## src/frm_pkg.sv

```systemverilog
package frm_pkg;

    localparam int unsigned DATA_BITS  = 32;
    localparam int unsigned WIN_BITS   = 16;
    localparam int unsigned ADDR_BITS  = 3;
    localparam int unsigned SCALE_BITS = 18;
    localparam int unsigned NUM_BITS   = 50;
    localparam int unsigned DIV_STEPS  = 32;
    localparam int unsigned CNT_BITS   = 6;

    localparam logic [SCALE_BITS-1:0] MEAN_SCALE = 18'd1000;
    localparam logic [SCALE_BITS-1:0] RATE_SCALE = 18'd256000;

    localparam logic [WIN_BITS-1:0] AVERAGE_WINDOW_RESET = 16'd20;
    localparam logic [WIN_BITS-1:0] RATE_WINDOW_RESET    = 16'd1000;

    localparam logic REG_AVERAGE_WINDOW = 1'b0;
    localparam logic REG_RATE_WINDOW    = 1'b1;

    typedef struct packed {
        logic load;
        logic acc;
        logic mul;
        logic sel_rate;
        logic div_load;
        logic div_check;
        logic div_step;
        logic write_back;
        logic add_elapsed;
        logic out_load;
    } t_cmd;

    typedef struct packed {
        logic mean_hit;
        logic rate_hit;
        logic div_last;
        logic out_free;
    } t_sts;

endpackage

```

## src/frm_cfg.sv

```systemverilog
module frm_cfg (
    input  logic                           i_clk,
    input  logic                           i_rst_n,
    input  logic                           psel,
    input  logic                           penable,
    input  logic                           pwrite,
    input  logic [frm_pkg::ADDR_BITS-1:0]  paddr,
    input  logic [frm_pkg::DATA_BITS-1:0]  pwdata,
    output logic [frm_pkg::DATA_BITS-1:0]  prdata,
    output logic                           pready,
    output logic [frm_pkg::WIN_BITS-1:0]   o_average_window_ms,
    output logic [frm_pkg::WIN_BITS-1:0]   o_rate_window_ms
);

    logic [frm_pkg::WIN_BITS-1:0] r_average_window;
    logic [frm_pkg::WIN_BITS-1:0] r_rate_window;
    logic                         write_en;

    assign pready   = 1'b1;
    assign write_en = psel & penable & pwrite;

    always_ff @(posedge i_clk) begin
        if (!i_rst_n) begin
            r_average_window <= frm_pkg::AVERAGE_WINDOW_RESET;
            r_rate_window    <= frm_pkg::RATE_WINDOW_RESET;
        end else if (write_en) begin
            unique case (paddr[2])
                frm_pkg::REG_AVERAGE_WINDOW: r_average_window <= pwdata[frm_pkg::WIN_BITS-1:0];
                frm_pkg::REG_RATE_WINDOW:    r_rate_window    <= pwdata[frm_pkg::WIN_BITS-1:0];
                default: ;
            endcase
        end
    end

    always_comb begin
        unique case (paddr[2])
            frm_pkg::REG_AVERAGE_WINDOW: prdata = frm_pkg::DATA_BITS'(r_average_window);
            frm_pkg::REG_RATE_WINDOW:    prdata = frm_pkg::DATA_BITS'(r_rate_window);
            default:                     prdata = '0;
        endcase
    end

    assign o_average_window_ms = r_average_window;
    assign o_rate_window_ms    = r_rate_window;

endmodule

```

## src/frm_ctrl.sv

```systemverilog
module frm_ctrl (
    input  logic          i_clk,
    input  logic          i_rst_n,
    input  logic          i_valid,
    output logic          o_stall,
    input  frm_pkg::t_sts i_sts,
    output frm_pkg::t_cmd o_cmd
);

    typedef enum logic [3:0] {
        S_IDLE,
        S_ACC,
        S_TEST,
        S_MUL,
        S_ADJ,
        S_CHK,
        S_DIV,
        S_WB,
        S_ELAP,
        S_OUT
    } t_state;

    t_state r_state;
    logic   r_sel;
    logic   r_rate_pend;

    always_comb begin
        o_cmd          = '0;
        o_cmd.sel_rate = r_sel;
        unique case (r_state)
            S_IDLE: o_cmd.load        = i_valid;
            S_ACC:  o_cmd.acc         = 1'b1;
            S_TEST: ;
            S_MUL:  o_cmd.mul         = 1'b1;
            S_ADJ:  o_cmd.div_load    = 1'b1;
            S_CHK:  o_cmd.div_check   = 1'b1;
            S_DIV:  o_cmd.div_step    = 1'b1;
            S_WB:   o_cmd.write_back  = 1'b1;
            S_ELAP: o_cmd.add_elapsed = 1'b1;
            S_OUT:  o_cmd.out_load    = i_sts.out_free;
            default: ;
        endcase
    end

    assign o_stall = (r_state != S_IDLE);

    always_ff @(posedge i_clk) begin
        if (!i_rst_n) begin
            r_state     <= S_IDLE;
            r_sel       <= 1'b0;
            r_rate_pend <= 1'b0;
        end else begin
            unique case (r_state)
                S_IDLE: if (i_valid) r_state <= S_ACC;
                S_ACC:  r_state <= S_TEST;
                S_TEST: begin
                    // mean window goes first, rate window waits its turn
                    if (i_sts.mean_hit) begin
                        r_sel       <= 1'b0;
                        r_rate_pend <= i_sts.rate_hit;
                        r_state     <= S_MUL;
                    end else if (i_sts.rate_hit) begin
                        r_sel       <= 1'b1;
                        r_rate_pend <= 1'b0;
                        r_state     <= S_MUL;
                    end else begin
                        r_state <= S_ELAP;
                    end
                end
                S_MUL:  r_state <= S_ADJ;
                S_ADJ:  r_state <= S_CHK;
                S_CHK:  r_state <= S_DIV;
                S_DIV:  if (i_sts.div_last) r_state <= S_WB;
                S_WB: begin
                    if (r_rate_pend) begin
                        r_sel       <= 1'b1;
                        r_rate_pend <= 1'b0;
                        r_state     <= S_MUL;
                    end else begin
                        r_state <= S_ELAP;
                    end
                end
                S_ELAP: r_state <= S_OUT;
                S_OUT:  if (i_sts.out_free) r_state <= S_IDLE;
                default: r_state <= S_IDLE;
            endcase
        end
    end

endmodule

```

## src/frm_dp.sv

```systemverilog
module frm_dp #(
    parameter int STAMP_BITS = 32
) (
    input  logic                          i_clk,
    input  logic                          i_rst_n,
    input  frm_pkg::t_cmd                 i_cmd,
    output frm_pkg::t_sts                 o_sts,
    input  logic [31:0]                   i_timestamp_ms,
    input  logic [frm_pkg::WIN_BITS-1:0]  i_average_window_ms,
    input  logic [frm_pkg::WIN_BITS-1:0]  i_rate_window_ms,
    input  logic                          i_out_stall,
    output logic                          o_out_valid,
    output logic [31:0]                   o_delta_ms,
    output logic [31:0]                   o_frame_number,
    output logic [31:0]                   o_mean_frame_us,
    output logic [31:0]                   o_frames_per_second_q8,
    output logic [63:0]                   o_elapsed_us,
    output logic                          o_mean_updated,
    output logic                          o_rate_updated
);

    localparam int          DeltaBits = (STAMP_BITS < 32) ? STAMP_BITS : 32;
    localparam logic [32:0] DeltaSpan = 33'd1 << DeltaBits;
    localparam logic [31:0] DeltaMask = 32'(DeltaSpan - 33'd1);

    // window and running state
    logic [31:0] r_prev;
    logic [31:0] r_ticks;
    logic [31:0] r_mean_frames;
    logic [31:0] r_mean_sum;
    logic [31:0] r_rate_frames;
    logic [31:0] r_rate_sum;
    logic [31:0] r_mean_value;
    logic [31:0] r_rate_value;
    logic [63:0] r_elapsed;
    logic        r_mean_upd;
    logic        r_rate_upd;
    logic        r_out_valid;

    // arithmetic payload
    logic [31:0]                          r_delta;
    logic [frm_pkg::NUM_BITS-1:0]         r_num;
    logic [31:0]                          r_den;
    logic [31:0]                          r_rem;
    logic [31:0]                          r_quo;
    logic                                 r_ovf;
    logic [frm_pkg::CNT_BITS-1:0]         r_cnt;

    logic [31:0]                          n_delta;
    logic [31:0]                          n_ticks;
    logic [31:0]                          n_mean_frames;
    logic [31:0]                          n_rate_frames;
    logic [32:0]                          mean_sum_ext;
    logic [32:0]                          rate_sum_ext;
    logic [31:0]                          n_mean_sum;
    logic [31:0]                          n_rate_sum;
    logic [31:0]                          mul_a;
    logic [frm_pkg::SCALE_BITS-1:0]       mul_k;
    logic [frm_pkg::NUM_BITS-1:0]         prod;
    logic [frm_pkg::NUM_BITS-1:0]         num_adj;
    logic [32:0]                          shifted;
    logic [33:0]                          trial;
    logic                                 take;
    logic [31:0]                          quotient;
    logic [64:0]                          elapsed_ext;
    logic [63:0]                          n_elapsed;

    always_comb begin
        n_delta       = (i_timestamp_ms - r_prev) & DeltaMask;
        n_ticks       = (&r_ticks) ? r_ticks : r_ticks + 32'd1;
        n_mean_frames = (&r_mean_frames) ? r_mean_frames : r_mean_frames + 32'd1;
        n_rate_frames = (&r_rate_frames) ? r_rate_frames : r_rate_frames + 32'd1;
        mean_sum_ext  = {1'b0, r_mean_sum} + {1'b0, r_delta};
        rate_sum_ext  = {1'b0, r_rate_sum} + {1'b0, r_delta};
        n_mean_sum    = mean_sum_ext[32] ? '1 : mean_sum_ext[31:0];
        n_rate_sum    = rate_sum_ext[32] ? '1 : rate_sum_ext[31:0];

        mul_a = i_cmd.sel_rate ? r_rate_frames : r_mean_sum;
        mul_k = i_cmd.sel_rate ? frm_pkg::RATE_SCALE : frm_pkg::MEAN_SCALE;
        prod  = mul_a * mul_k;

        // round half up: add half the divisor before dividing
        num_adj = r_num + frm_pkg::NUM_BITS'(r_den >> 1);

        shifted  = {r_rem, r_quo[31]};
        trial    = {1'b0, shifted} - {2'b00, r_den};
        take     = ~trial[33];
        quotient = r_ovf ? '1 : r_quo;

        elapsed_ext = {1'b0, r_elapsed} + 65'(r_mean_value);
        n_elapsed   = elapsed_ext[64] ? '1 : elapsed_ext[63:0];
    end

    assign o_sts.mean_hit = r_mean_sum > 32'(i_average_window_ms);
    assign o_sts.rate_hit = r_rate_sum > 32'(i_rate_window_ms);
    assign o_sts.div_last = (r_cnt == frm_pkg::CNT_BITS'(1));
    assign o_sts.out_free = ~r_out_valid | ~i_out_stall;

    always_ff @(posedge i_clk) begin
        if (!i_rst_n) begin
            r_prev        <= '0;
            r_ticks       <= '0;
            r_mean_frames <= '0;
            r_mean_sum    <= '0;
            r_rate_frames <= '0;
            r_rate_sum    <= '0;
            r_mean_value  <= '0;
            r_rate_value  <= '0;
            r_elapsed     <= '0;
            r_mean_upd    <= 1'b0;
            r_rate_upd    <= 1'b0;
            r_out_valid   <= 1'b0;
        end else begin
            if (i_cmd.load) begin
                r_prev     <= i_timestamp_ms;
                r_mean_upd <= 1'b0;
                r_rate_upd <= 1'b0;
            end
            if (i_cmd.acc) begin
                r_ticks       <= n_ticks;
                r_mean_frames <= n_mean_frames;
                r_mean_sum    <= n_mean_sum;
                r_rate_frames <= n_rate_frames;
                r_rate_sum    <= n_rate_sum;
            end
            if (i_cmd.write_back) begin
                if (i_cmd.sel_rate) begin
                    r_rate_value  <= quotient;
                    r_rate_frames <= '0;
                    r_rate_sum    <= '0;
                    r_rate_upd    <= 1'b1;
                end else begin
                    r_mean_value  <= quotient;
                    r_mean_frames <= '0;
                    r_mean_sum    <= '0;
                    r_mean_upd    <= 1'b1;
                end
            end
            if (i_cmd.add_elapsed) begin
                r_elapsed <= n_elapsed;
            end
            if (i_cmd.out_load) begin
                r_out_valid <= 1'b1;
            end else if (r_out_valid && !i_out_stall) begin
                r_out_valid <= 1'b0;
            end
        end
    end

    always_ff @(posedge i_clk) begin
        if (i_cmd.load) begin
            r_delta <= n_delta;
        end
        if (i_cmd.mul) begin
            r_num <= prod;
            r_den <= i_cmd.sel_rate ? r_rate_sum : r_mean_frames;
        end
        if (i_cmd.div_load) begin
            r_rem <= 32'(num_adj[frm_pkg::NUM_BITS-1:32]);
            r_quo <= num_adj[31:0];
        end
        if (i_cmd.div_check) begin
            // high part already at or above the divisor: quotient exceeds 32 bits
            r_ovf <= (r_rem >= r_den);
            r_cnt <= frm_pkg::CNT_BITS'(frm_pkg::DIV_STEPS);
        end
        if (i_cmd.div_step) begin
            if (take) begin
                r_rem <= trial[31:0];
            end else begin
                r_rem <= shifted[31:0];
            end
            r_quo <= {r_quo[30:0], take};
            r_cnt <= r_cnt - frm_pkg::CNT_BITS'(1);
        end
        if (i_cmd.out_load) begin
            o_delta_ms             <= r_delta;
            o_frame_number         <= r_ticks;
            o_mean_frame_us        <= r_mean_value;
            o_frames_per_second_q8 <= r_rate_value;
            o_elapsed_us           <= r_elapsed;
            o_mean_updated         <= r_mean_upd;
            o_rate_updated         <= r_rate_upd;
        end
    end

    assign o_out_valid = r_out_valid;

endmodule

```

## src/frame_rate_meter.sv

```systemverilog
// Frame tick timing statistics.
// Input channel: one beat per frame tick (i_valid / o_stall) carrying the
// millisecond timestamp. Output channel: one beat per tick (o_valid / i_stall)
// with the delta, tick count, mean frame time, Q8 frame rate, elapsed time
// and the two update flags.
// Registers sit on an APB-style port: average window at 0x0, rate window
// at 0x4, 16 bits each, reset to 20 and 1000.
// A tick with no window update passes through the states ACC, TEST, ELAP
// and OUT. Each window update adds one pass through the shared multiplier
// and the 32-step restoring divider (MUL, ADJ, CHK, DIV, WB). One tick is
// worked at a time and o_stall is high until its result sits in the output
// register. A new tick is accepted while that result still waits on
// i_stall; its result is held back until the waiting beat is taken.
// Reset (synchronous, active low) clears the counters, windows, values,
// previous timestamp and o_valid, and loads the register defaults.
module frame_rate_meter #(
    parameter int STAMP_BITS = 32
) (
    input  logic                          i_clk,
    input  logic                          i_rst_n,
    input  logic                          psel,
    input  logic                          penable,
    input  logic                          pwrite,
    input  logic [frm_pkg::ADDR_BITS-1:0] paddr,
    input  logic [frm_pkg::DATA_BITS-1:0] pwdata,
    output logic [frm_pkg::DATA_BITS-1:0] prdata,
    output logic                          pready,
    input  logic                          i_valid,
    output logic                          o_stall,
    input  logic [31:0]                   i_timestamp_ms,
    output logic                          o_valid,
    input  logic                          i_stall,
    output logic [31:0]                   o_delta_ms,
    output logic [31:0]                   o_frame_number,
    output logic [31:0]                   o_mean_frame_us,
    output logic [31:0]                   o_frames_per_second_q8,
    output logic [63:0]                   o_elapsed_us,
    output logic                          o_mean_updated,
    output logic                          o_rate_updated
);

    logic [frm_pkg::WIN_BITS-1:0] average_window_ms;
    logic [frm_pkg::WIN_BITS-1:0] rate_window_ms;
    frm_pkg::t_cmd                cmd;
    frm_pkg::t_sts                sts;

    frm_cfg u_cfg (
        .i_clk               (i_clk),
        .i_rst_n             (i_rst_n),
        .psel                (psel),
        .penable             (penable),
        .pwrite              (pwrite),
        .paddr               (paddr),
        .pwdata              (pwdata),
        .prdata              (prdata),
        .pready              (pready),
        .o_average_window_ms (average_window_ms),
        .o_rate_window_ms    (rate_window_ms)
    );

    frm_ctrl u_ctrl (
        .i_clk   (i_clk),
        .i_rst_n (i_rst_n),
        .i_valid (i_valid),
        .o_stall (o_stall),
        .i_sts   (sts),
        .o_cmd   (cmd)
    );

    frm_dp #(
        .STAMP_BITS (STAMP_BITS)
    ) u_dp (
        .i_clk                  (i_clk),
        .i_rst_n                (i_rst_n),
        .i_cmd                  (cmd),
        .o_sts                  (sts),
        .i_timestamp_ms         (i_timestamp_ms),
        .i_average_window_ms    (average_window_ms),
        .i_rate_window_ms       (rate_window_ms),
        .i_out_stall            (i_stall),
        .o_out_valid            (o_valid),
        .o_delta_ms             (o_delta_ms),
        .o_frame_number         (o_frame_number),
        .o_mean_frame_us        (o_mean_frame_us),
        .o_frames_per_second_q8 (o_frames_per_second_q8),
        .o_elapsed_us           (o_elapsed_us),
        .o_mean_updated         (o_mean_updated),
        .o_rate_updated         (o_rate_updated)
    );

endmodule

```

## config.mk

```make
export PLATFORM = sky130hd
export DESIGN_NAME = frame_rate_meter
export DESIGN_NICKNAME = d
export VERILOG_FILES = /design/src/frm_pkg.sv /design/src/frm_cfg.sv /design/src/frm_ctrl.sv /design/src/frm_dp.sv /design/src/frame_rate_meter.sv
export SDC_FILE = /design/constraint.sdc
export NUM_CORES = 2
export LEC_CHECK = 0
export ABC_CLOCK_PERIOD_IN_PS = 30100
export BUFFER_PORTS_ARGS = -buffer_cell sky130_fd_sc_hd__buf_2
export CORE_MARGIN = 3
export CORE_UTILIZATION = 25
export DETAILED_ROUTE_END_ITERATION = 16
export PLACE_DENSITY = 0.46
export SETUP_SLACK_MARGIN = 0.02
export SYNTH_ARGS = -nofsm -noshare
export SYNTH_HDL_FRONTEND = slang
export SYNTH_SLANG_ARGS = --single-unit
```

## constraint.sdc

```tcl
create_clock -name i_clk -period 30.1 [get_ports i_clk]
set_input_delay 3.01 -clock i_clk [delete_from_list [all_inputs] [get_ports i_clk]]
set_output_delay 3.01 -clock i_clk [all_outputs]
set_load 0.005 [all_outputs]
```

* Word level (Yosys, flattened, before mapping)
Index checks and enable logic that the tools add are counted.
W data, S select, Z words.
** Word-level totals
- Register bits after elaboration :: 740
- Bits of input ports :: 74
- Output and inout bits :: 229
- Word-level logic and storage cells :: 148
** Cells by class
- $add $sub $neg :: 10
- $mul :: 1
- Order comparisons :: 3
- Eq/ne operators :: 15
- Multiplexer cells :: 60
- Bitwise logic cells :: 9
- Reductions and logical operators :: 19
** Operator list (count)
- $mux W32 :: 24
- $add A32 B1 Y32 const B :: 3
- $reduce_and A32 Y1 :: 3
- $add A32 B32 Y33 :: 2
- $add A64 B32 Y65 :: 1
- $gt A32 B16 Y1 :: 2
- $mux W64 :: 1
- $pmux W32 S2 :: 1
- $add A50 B31 Y50 :: 1
- $mul A32 B18 Y50 :: 1
- $pmux W4 S10 :: 1
- $sub A33 B32 Y34 :: 1
- $ge A32 B32 Y1 :: 1
- $sub A32 B32 Y32 :: 1
- $mux W4 :: 6
- $mux W1 :: 22
- $mux W18 :: 1
- $eq A4 B3 Y1 const B :: 4
- $mux W6 :: 2
- $reduce_and A2 Y1 :: 6
- $eq A4 B2 Y1 const B :: 2
- $eq A4 B4 Y1 const B :: 2
- $reduce_bool A2 Y1 :: 4
- $eq A6 B1 Y1 const B :: 1
- other kinds (14) :: 24

* Depth between registers and ports, before layout
- Word-level depth :: 5
- Depth in mapped cells :: 28
- Mapped depth without buffers :: 25

* Cells and area by module
From an unflattened synthesis, not the netlist that was laid out.
** Second synthesis, totals
- Cells, all modules :: 5011
- Area total of the unflattened synthesis :: 50322.0 µm²
** By module, submodules not included
- frm_dp :: instances 1, cells each 4783, area an instance 48232.5 µm², seq. area each 17757.0 µm²
- frm_cfg :: instances 1, cells each 170, area an instance 1640.3 µm², seq. area each 640.6 µm²
- frm_ctrl :: instances 1, cells each 58, area an instance 449.2 µm², seq. area each 120.1 µm²

* Worst setup path before layout
Ideal clock, no wire load.
- Path kind :: in2reg
- From :: in i_stall
- To :: reg u_dp.o_delta_ms[0], enable pin
- Setup time :: 0.812 ns
- Arrival time :: 12.339 ns
- Data required time :: 29.288 ns
- Slack :: 16.949 ns
- Stages on the path :: 1
- Buffers on the path :: 0
- Cell sequence :: a21oi_1
** On the way
- Word-level cells in the longest chain between the ends :: 3
** RTL lines
- start: declaration :: RTL line frame_rate_meter.sv:32 : input logic i_stall,
- $not A1 Y1 :: RTL line frm_dp.sv:97 : assign o_sts.out_free = ~r_out_valid | ~i_out_stall;
- $or A1 B1 Y1 :: RTL line frm_dp.sv:97
- $mux W1 :: RTL line frm_ctrl.sv:30 : unique case (r_state)
- end signal: assignment :: RTL line frm_dp.sv:177 : o_delta_ms <= r_delta;
- end: declaration :: RTL line frm_dp.sv:13 : output logic [31:0] o_delta_ms,
No other way between the ends.
A chain may end at the register's enable or synchronous reset.

* Worst setup path in the final report
- From :: reg u_ctrl.r_sel
- To :: reg u_dp.r_num[49] (netlist name), data pin
** On the way
- Word-level cells in the longest chain between the ends :: 2
- Elaborated cells on any way between the ends :: 3
- Those cells by class :: 1 x mul; 2 x mux
** RTL lines
- start: declaration :: RTL line frm_ctrl.sv:24 : logic r_sel;
- start signal: assignment :: RTL line frm_ctrl.sv:50 : r_sel <= 1'b0;
- start signal: assignment :: RTL line frm_ctrl.sv:59 : r_sel <= 1'b0;
- start signal: assignment :: RTL line frm_ctrl.sv:63 : r_sel <= 1'b1;
- $mux W32 or $mux W18 (tied branches) :: RTL line frm_dp.sv:78, frm_dp.sv:79
- $mul A32 B18 Y50 * :: RTL line frm_dp.sv:80 : prod = mul_a * mul_k;
- named net u_dp.prod (one bit) :: RTL line frm_dp.sv:59 : logic [frm_pkg::NUM_BITS-1:0] prod;
- end signal: assignment :: RTL line frm_dp.sv:155 : r_num <= prod;
- end: declaration :: RTL line frm_dp.sv:42 : logic [frm_pkg::NUM_BITS-1:0] r_num;
The timed path passes the listed nets; every way through them passes the cells marked *.

==> results.md <==
- The number of buffers on the longest clock path is 3.
- After floorplanning, the core was divided into 163 placement rows.
- On the worst path, the slowest cell contributes a delay of 520 ps.
- The fraction of layout instances using a drive strength above 1 is under 10%.
- The die outline height is 454 µm.
- The average wire length per cell after detail routing is between 15 and 20 µm.
- The number of max-cap violations is 0.
- The cell type with the highest occurrence count on the critical path is sky130_fd_sc_hd__inv_1.
- The count of flip-flops with a built-in enable after synthesis is 376.
- The final max-slew violation count came to 0.
- The share of the cycle needed by the critical path after routing is 25.4%.
- The fmax is 0.131 GHz.
- The net total in the final layout is about 6200.
- Summed over its instances, the top area cell type makes up 22.5% of the synthesized netlist area.
- The library cell occupying the most area in the post-synthesis netlist is sky130_fd_sc_hd__edfxtp_1.
- The post-route antenna net violation count is 0.
- The tree is rooted in a sky130_fd_sc_hd__clkbuf_16.
- For this run, asynchronously set or reset flops after synthesis account for 0%.
- The highest fanout seen on the critical path is 44.
- The top flip-flop cell by instance count after synthesis is sky130_fd_sc_hd__edfxtp_1.
- Setup slack on the critical path of the routed design comes to 22440 ps.
- The number of buffers and inverters on the critical path is 8.
- By area the synthesized netlist is led by sky130_fd_sc_hd__edfxtp_1, sky130_fd_sc_hd__dfxtp_1, sky130_fd_sc_hd__ha_1.
- Buffers inserted to repair hold after CTS numbered 0.
- The min-delay analysis places its worst path in the category reg -> reg.
- The floorplan step defined a die boundary enclosing 206000 µm².
- The sequential share of the synthesized area is roughly 37%.
- The power density relative to cell area is 107 nW/µm².
- The category of the worst setup path launch point is a register.
- Gates resized during post-CTS repair numbered 0.
- In this run the static leakage power is roughly 0.024 µW.
- 303 I/O pins were placed.
- Yosys printed 0 warnings.
- Setup repair after global routing left no endpoint under its margin.
- Synthesis instantiated 87 different standard cells from the library.
- The run finished with clean final reports.
- The later-pin clock latency in the skew report is 730 ps.
- The headroom to the max-slew limit is approximately a fifth.
- The pre-CTS setup slack is 22430 ps.
- Routability-driven placement finished with a final weighted congestion of between 0.8 and 0.9.
- The end-of-flow core utilization is about 29%.
- The final instance area is 57300 µm².
- Setup violations remaining at the end of the flow were counted as 0.
- The worst setup path is captured at a register.
- Data on the critical path is required at its endpoint by around 31000 ps.
- The initial cell density of the core is 25.3%.
- The number of remaining DRC errors is 0.
- The worst path in the final design needs a cycle of 7660 ps, including I/O delays and setup.
- The area added between synthesis and finish is 14.3%.
- The worst-margin pin slew is 1170 ps.
- The endpoint arrival time on the critical path is 8110 ps.
- Clock skew on the completed layout was measured at approximately 76 ps.
- The critical path in this run is classified as reg -> reg.
- For this run, the number of standard cells in the final layout without fillers is between 8000 and 9000.
- Once placement finished, the instance area stood at around 54000 µm².
- The H-tree was split into 3 levels.
- After routing, the total negative slack on setup checks comes to 0 ps.
- The number of global-route vias before repair is 36500.
- The clock tree from TritonCTS is yes.
- The leftover overflow at the end of global routing is 0.
- The total CTS buffers is 86.
- The peak ir drop on the vdd network is 0.101 mV.
- The number of setup buffers added after CTS is 0.
- The worst-path cell with the longest stage delay is sky130_fd_sc_hd__fa_1.
- In this run the horizontal extent of the chip is 454 µm.
- The number of port buffers is between 200 and 300.
- Global routing consumed, over all layers together, 13.2% of the routing resources.
- After floorplanning, the core was sized to cover 198000 µm².
- The synthesis-stage register bit count is 737.
- The largest net degree at the start of global routing is 115.
- CTS saw 737 sinks.
- Synthesis handed over a netlist of approximately 5100 instances.
- The final layout contains routed wiring with a total length of 137000 µm.
- The first global-routing pass estimated ~210000 µm of wire.
- The final route contains ~37000 vias.
- Broken down by cell family, the worst path's largest delay share belongs to adder cells.
- The clock edge transition at the registers on the reported setup and hold paths is ~60 ps.
- The number of antenna violations at the first check in global routing is 8.
- The final hold violation count is 0.
- The synthesized netlist occupies a cell area of 50100 µm².
- After detailed placement, the design holds a cell count of 7893.
- The post-detailed-route via-to-cell ratio is 4.55.
- Averaged over all synthesized cells, the footprint is a little under 10 µm².
- The first TritonRoute pass finished after 7 iterations.
- The half-perimeter wire length after placement is 107000 µm.
- The violation count after the first detailed-route iteration is 1721.
## registers in the layout (all words and copies together), names as in the netlist, 4 cells and up
| signal | count |
|---|---|
| u_dp.r_prev | 32 |
| u_dp.r_rate_value | 32 |
| u_dp.o_frames_per_second_q8 | 32 |
| u_dp.o_elapsed_us | 64 |
| u_dp.r_ticks | 32 |
| u_dp.r_quo | 32 |
| u_dp.r_cnt | 6 |
| u_cfg.o_rate_window_ms | 16 |
| u_dp.o_mean_frame_us | 32 |
| u_dp.r_mean_value | 32 |
| u_dp.r_rate_sum | 32 |
| u_dp.r_mean_sum | 32 |
| u_dp.r_delta | 32 |
| u_dp.r_elapsed | 64 |
| u_ctrl.r_state | 4 |
| u_dp.o_delta_ms | 32 |
| u_dp.r_den | 32 |
| u_dp.r_rate_frames | 32 |
| u_dp.o_frame_number | 32 |
| u_cfg.o_average_window_ms | 16 |
| u_dp.r_rem | 32 |
| u_dp.r_mean_frames | 32 |
| u_dp.r_num | 47 |
## cells in the final DEF, fill, tap and decap left out, drive strengths merged, types with 85 or more instances in the layout
master and n:
nor2 379, a21o 109, fa 286, a211oi 106, buf 300, edfxtp 376, xnor2 166, nand3 85
ha 469, nand2 381, inv 571, o21ai 275, clkbuf 112, dfxtp 361, a21oi 410, xor2 170
## final timing paths
check                                          start                                   endpoint  slack [ps]  cells past startpoint
setup / recovery           u_ctrl.r_sel$_SDFFE_PN0P_                   u_dp.r_num[49]$_DFFE_PP_       22440                     26
hold reg to reg   u_dp.r_rate_value[28]$_SDFFE_PN0P_  u_dp.o_frames_per_second_q8[28]$_DFFE_PP_         430                      0
setup reg to reg           u_ctrl.r_sel$_SDFFE_PN0P_                   u_dp.r_num[49]$_DFFE_PP_       22440                     26
hold / removal    u_dp.r_rate_value[28]$_SDFFE_PN0P_  u_dp.o_frames_per_second_q8[28]$_DFFE_PP_         430                      0
## report_power, final
part / total (µW) / switching [µW] / internal [µW] / leakage, µW
logic: 3600 / 2150 / 1440 / 0.0164
clock network: 1080 / 466 / 616 / 0.00141
registers: 1450 / 157 / 1290 / 0.00631
## stage by stage
stage / power (µW) / hold WS (ps)
4_1_cts: 6230 / 430
3_3_place_gp: 5100 / 414
6_report: 6130 / 428
2_1_floorplan: 4220 / 406
5_1_grt: 6830 / 439
3_5_place_dp: 5110 / 416
## layer usage
metal  up-vias  track usage (%)  share of wire (%)
met4         8             2.74                1.9
li1      18300                -                  -
met2       549             22.3                 48
met3       153             1.80                3.5
met1     17700             17.8                 47
met5         -                0              0.045
## logic make-up (layout without fill, tap and decap cells)
group	after synthesis	in the layout	share of synthesized area [%]
xor+xnor	336	336	5.87
compound gates	1181	1181	14.7
flops	737	737	37.0
mux	38	38	0.834
fa+ha+maj	755	755	23.1
buf+inv	755	1026	5.85
other cells	2	22	0.0150
simple gates	1325	1325	12.7
## synth_stat cells (all sizes together), types with 7 or more instances
master	instances
nor2b	40
fa	286
and4	22
and3	63
dfxtp	361
a21oi	410
mux2i	8
inv	564
xnor2	166
buf	42
ha	469
o21ai	275
nand2	381
clkbuf	149
o21a	49
and2	59
nor3	70
or2	8
a211o	13
a21o	109
nand4	72
nand3	85
o21bai	33
xor2	170
mux2	30
edfxtp	376
nor2	379
or4	8
o31ai	19
a211oi	106
nand2b	72
nor3b	9
a2111oi	7
o221a	7
or3	18
a31oi	39
nor4	21
o31a	11
o211ai	35
## worst register-to-register path, stage by stage (launching register included)
cell	delay, ps
sky130_fd_sc_hd__dfxtp_4	500
sky130_fd_sc_hd__buf_4	490
sky130_fd_sc_hd__nand2b_1	420
sky130_fd_sc_hd__inv_1	210
sky130_fd_sc_hd__ha_1	320
sky130_fd_sc_hd__inv_1	50
sky130_fd_sc_hd__fa_1	470
sky130_fd_sc_hd__inv_1	50
sky130_fd_sc_hd__fa_1	490
sky130_fd_sc_hd__inv_1	50
sky130_fd_sc_hd__fa_1	470
sky130_fd_sc_hd__inv_1	50
sky130_fd_sc_hd__fa_1	520
sky130_fd_sc_hd__inv_1	50
sky130_fd_sc_hd__fa_1	520
sky130_fd_sc_hd__inv_1	40
sky130_fd_sc_hd__ha_1	340
sky130_fd_sc_hd__nand2_1	80
sky130_fd_sc_hd__o21ai_0	160
sky130_fd_sc_hd__a21oi_1	140
sky130_fd_sc_hd__o31ai_1	420
sky130_fd_sc_hd__a41o_1	400
sky130_fd_sc_hd__o21a_1	220
sky130_fd_sc_hd__a211oi_1	140
sky130_fd_sc_hd__o31ai_1	450
sky130_fd_sc_hd__mux2i_1	240
sky130_fd_sc_hd__nand4_1	90
## area by class of cell
class | instances | area [µm²]
Multi-Input combinational cell | 3652 | 28800
Timing Repair Buffer | 300 | 1580
Clock buffer | 112 | 2400
Antenna cell | 5 | 12.5
Sequential cell | 737 | 18500
Clock inverter | 50 | 533
Fill cell | 20800 | 141000
Tap cell | 2640 | 3300
Inverter | 564 | 2120
No activity file was read; power rests on OpenSTA's default activity.
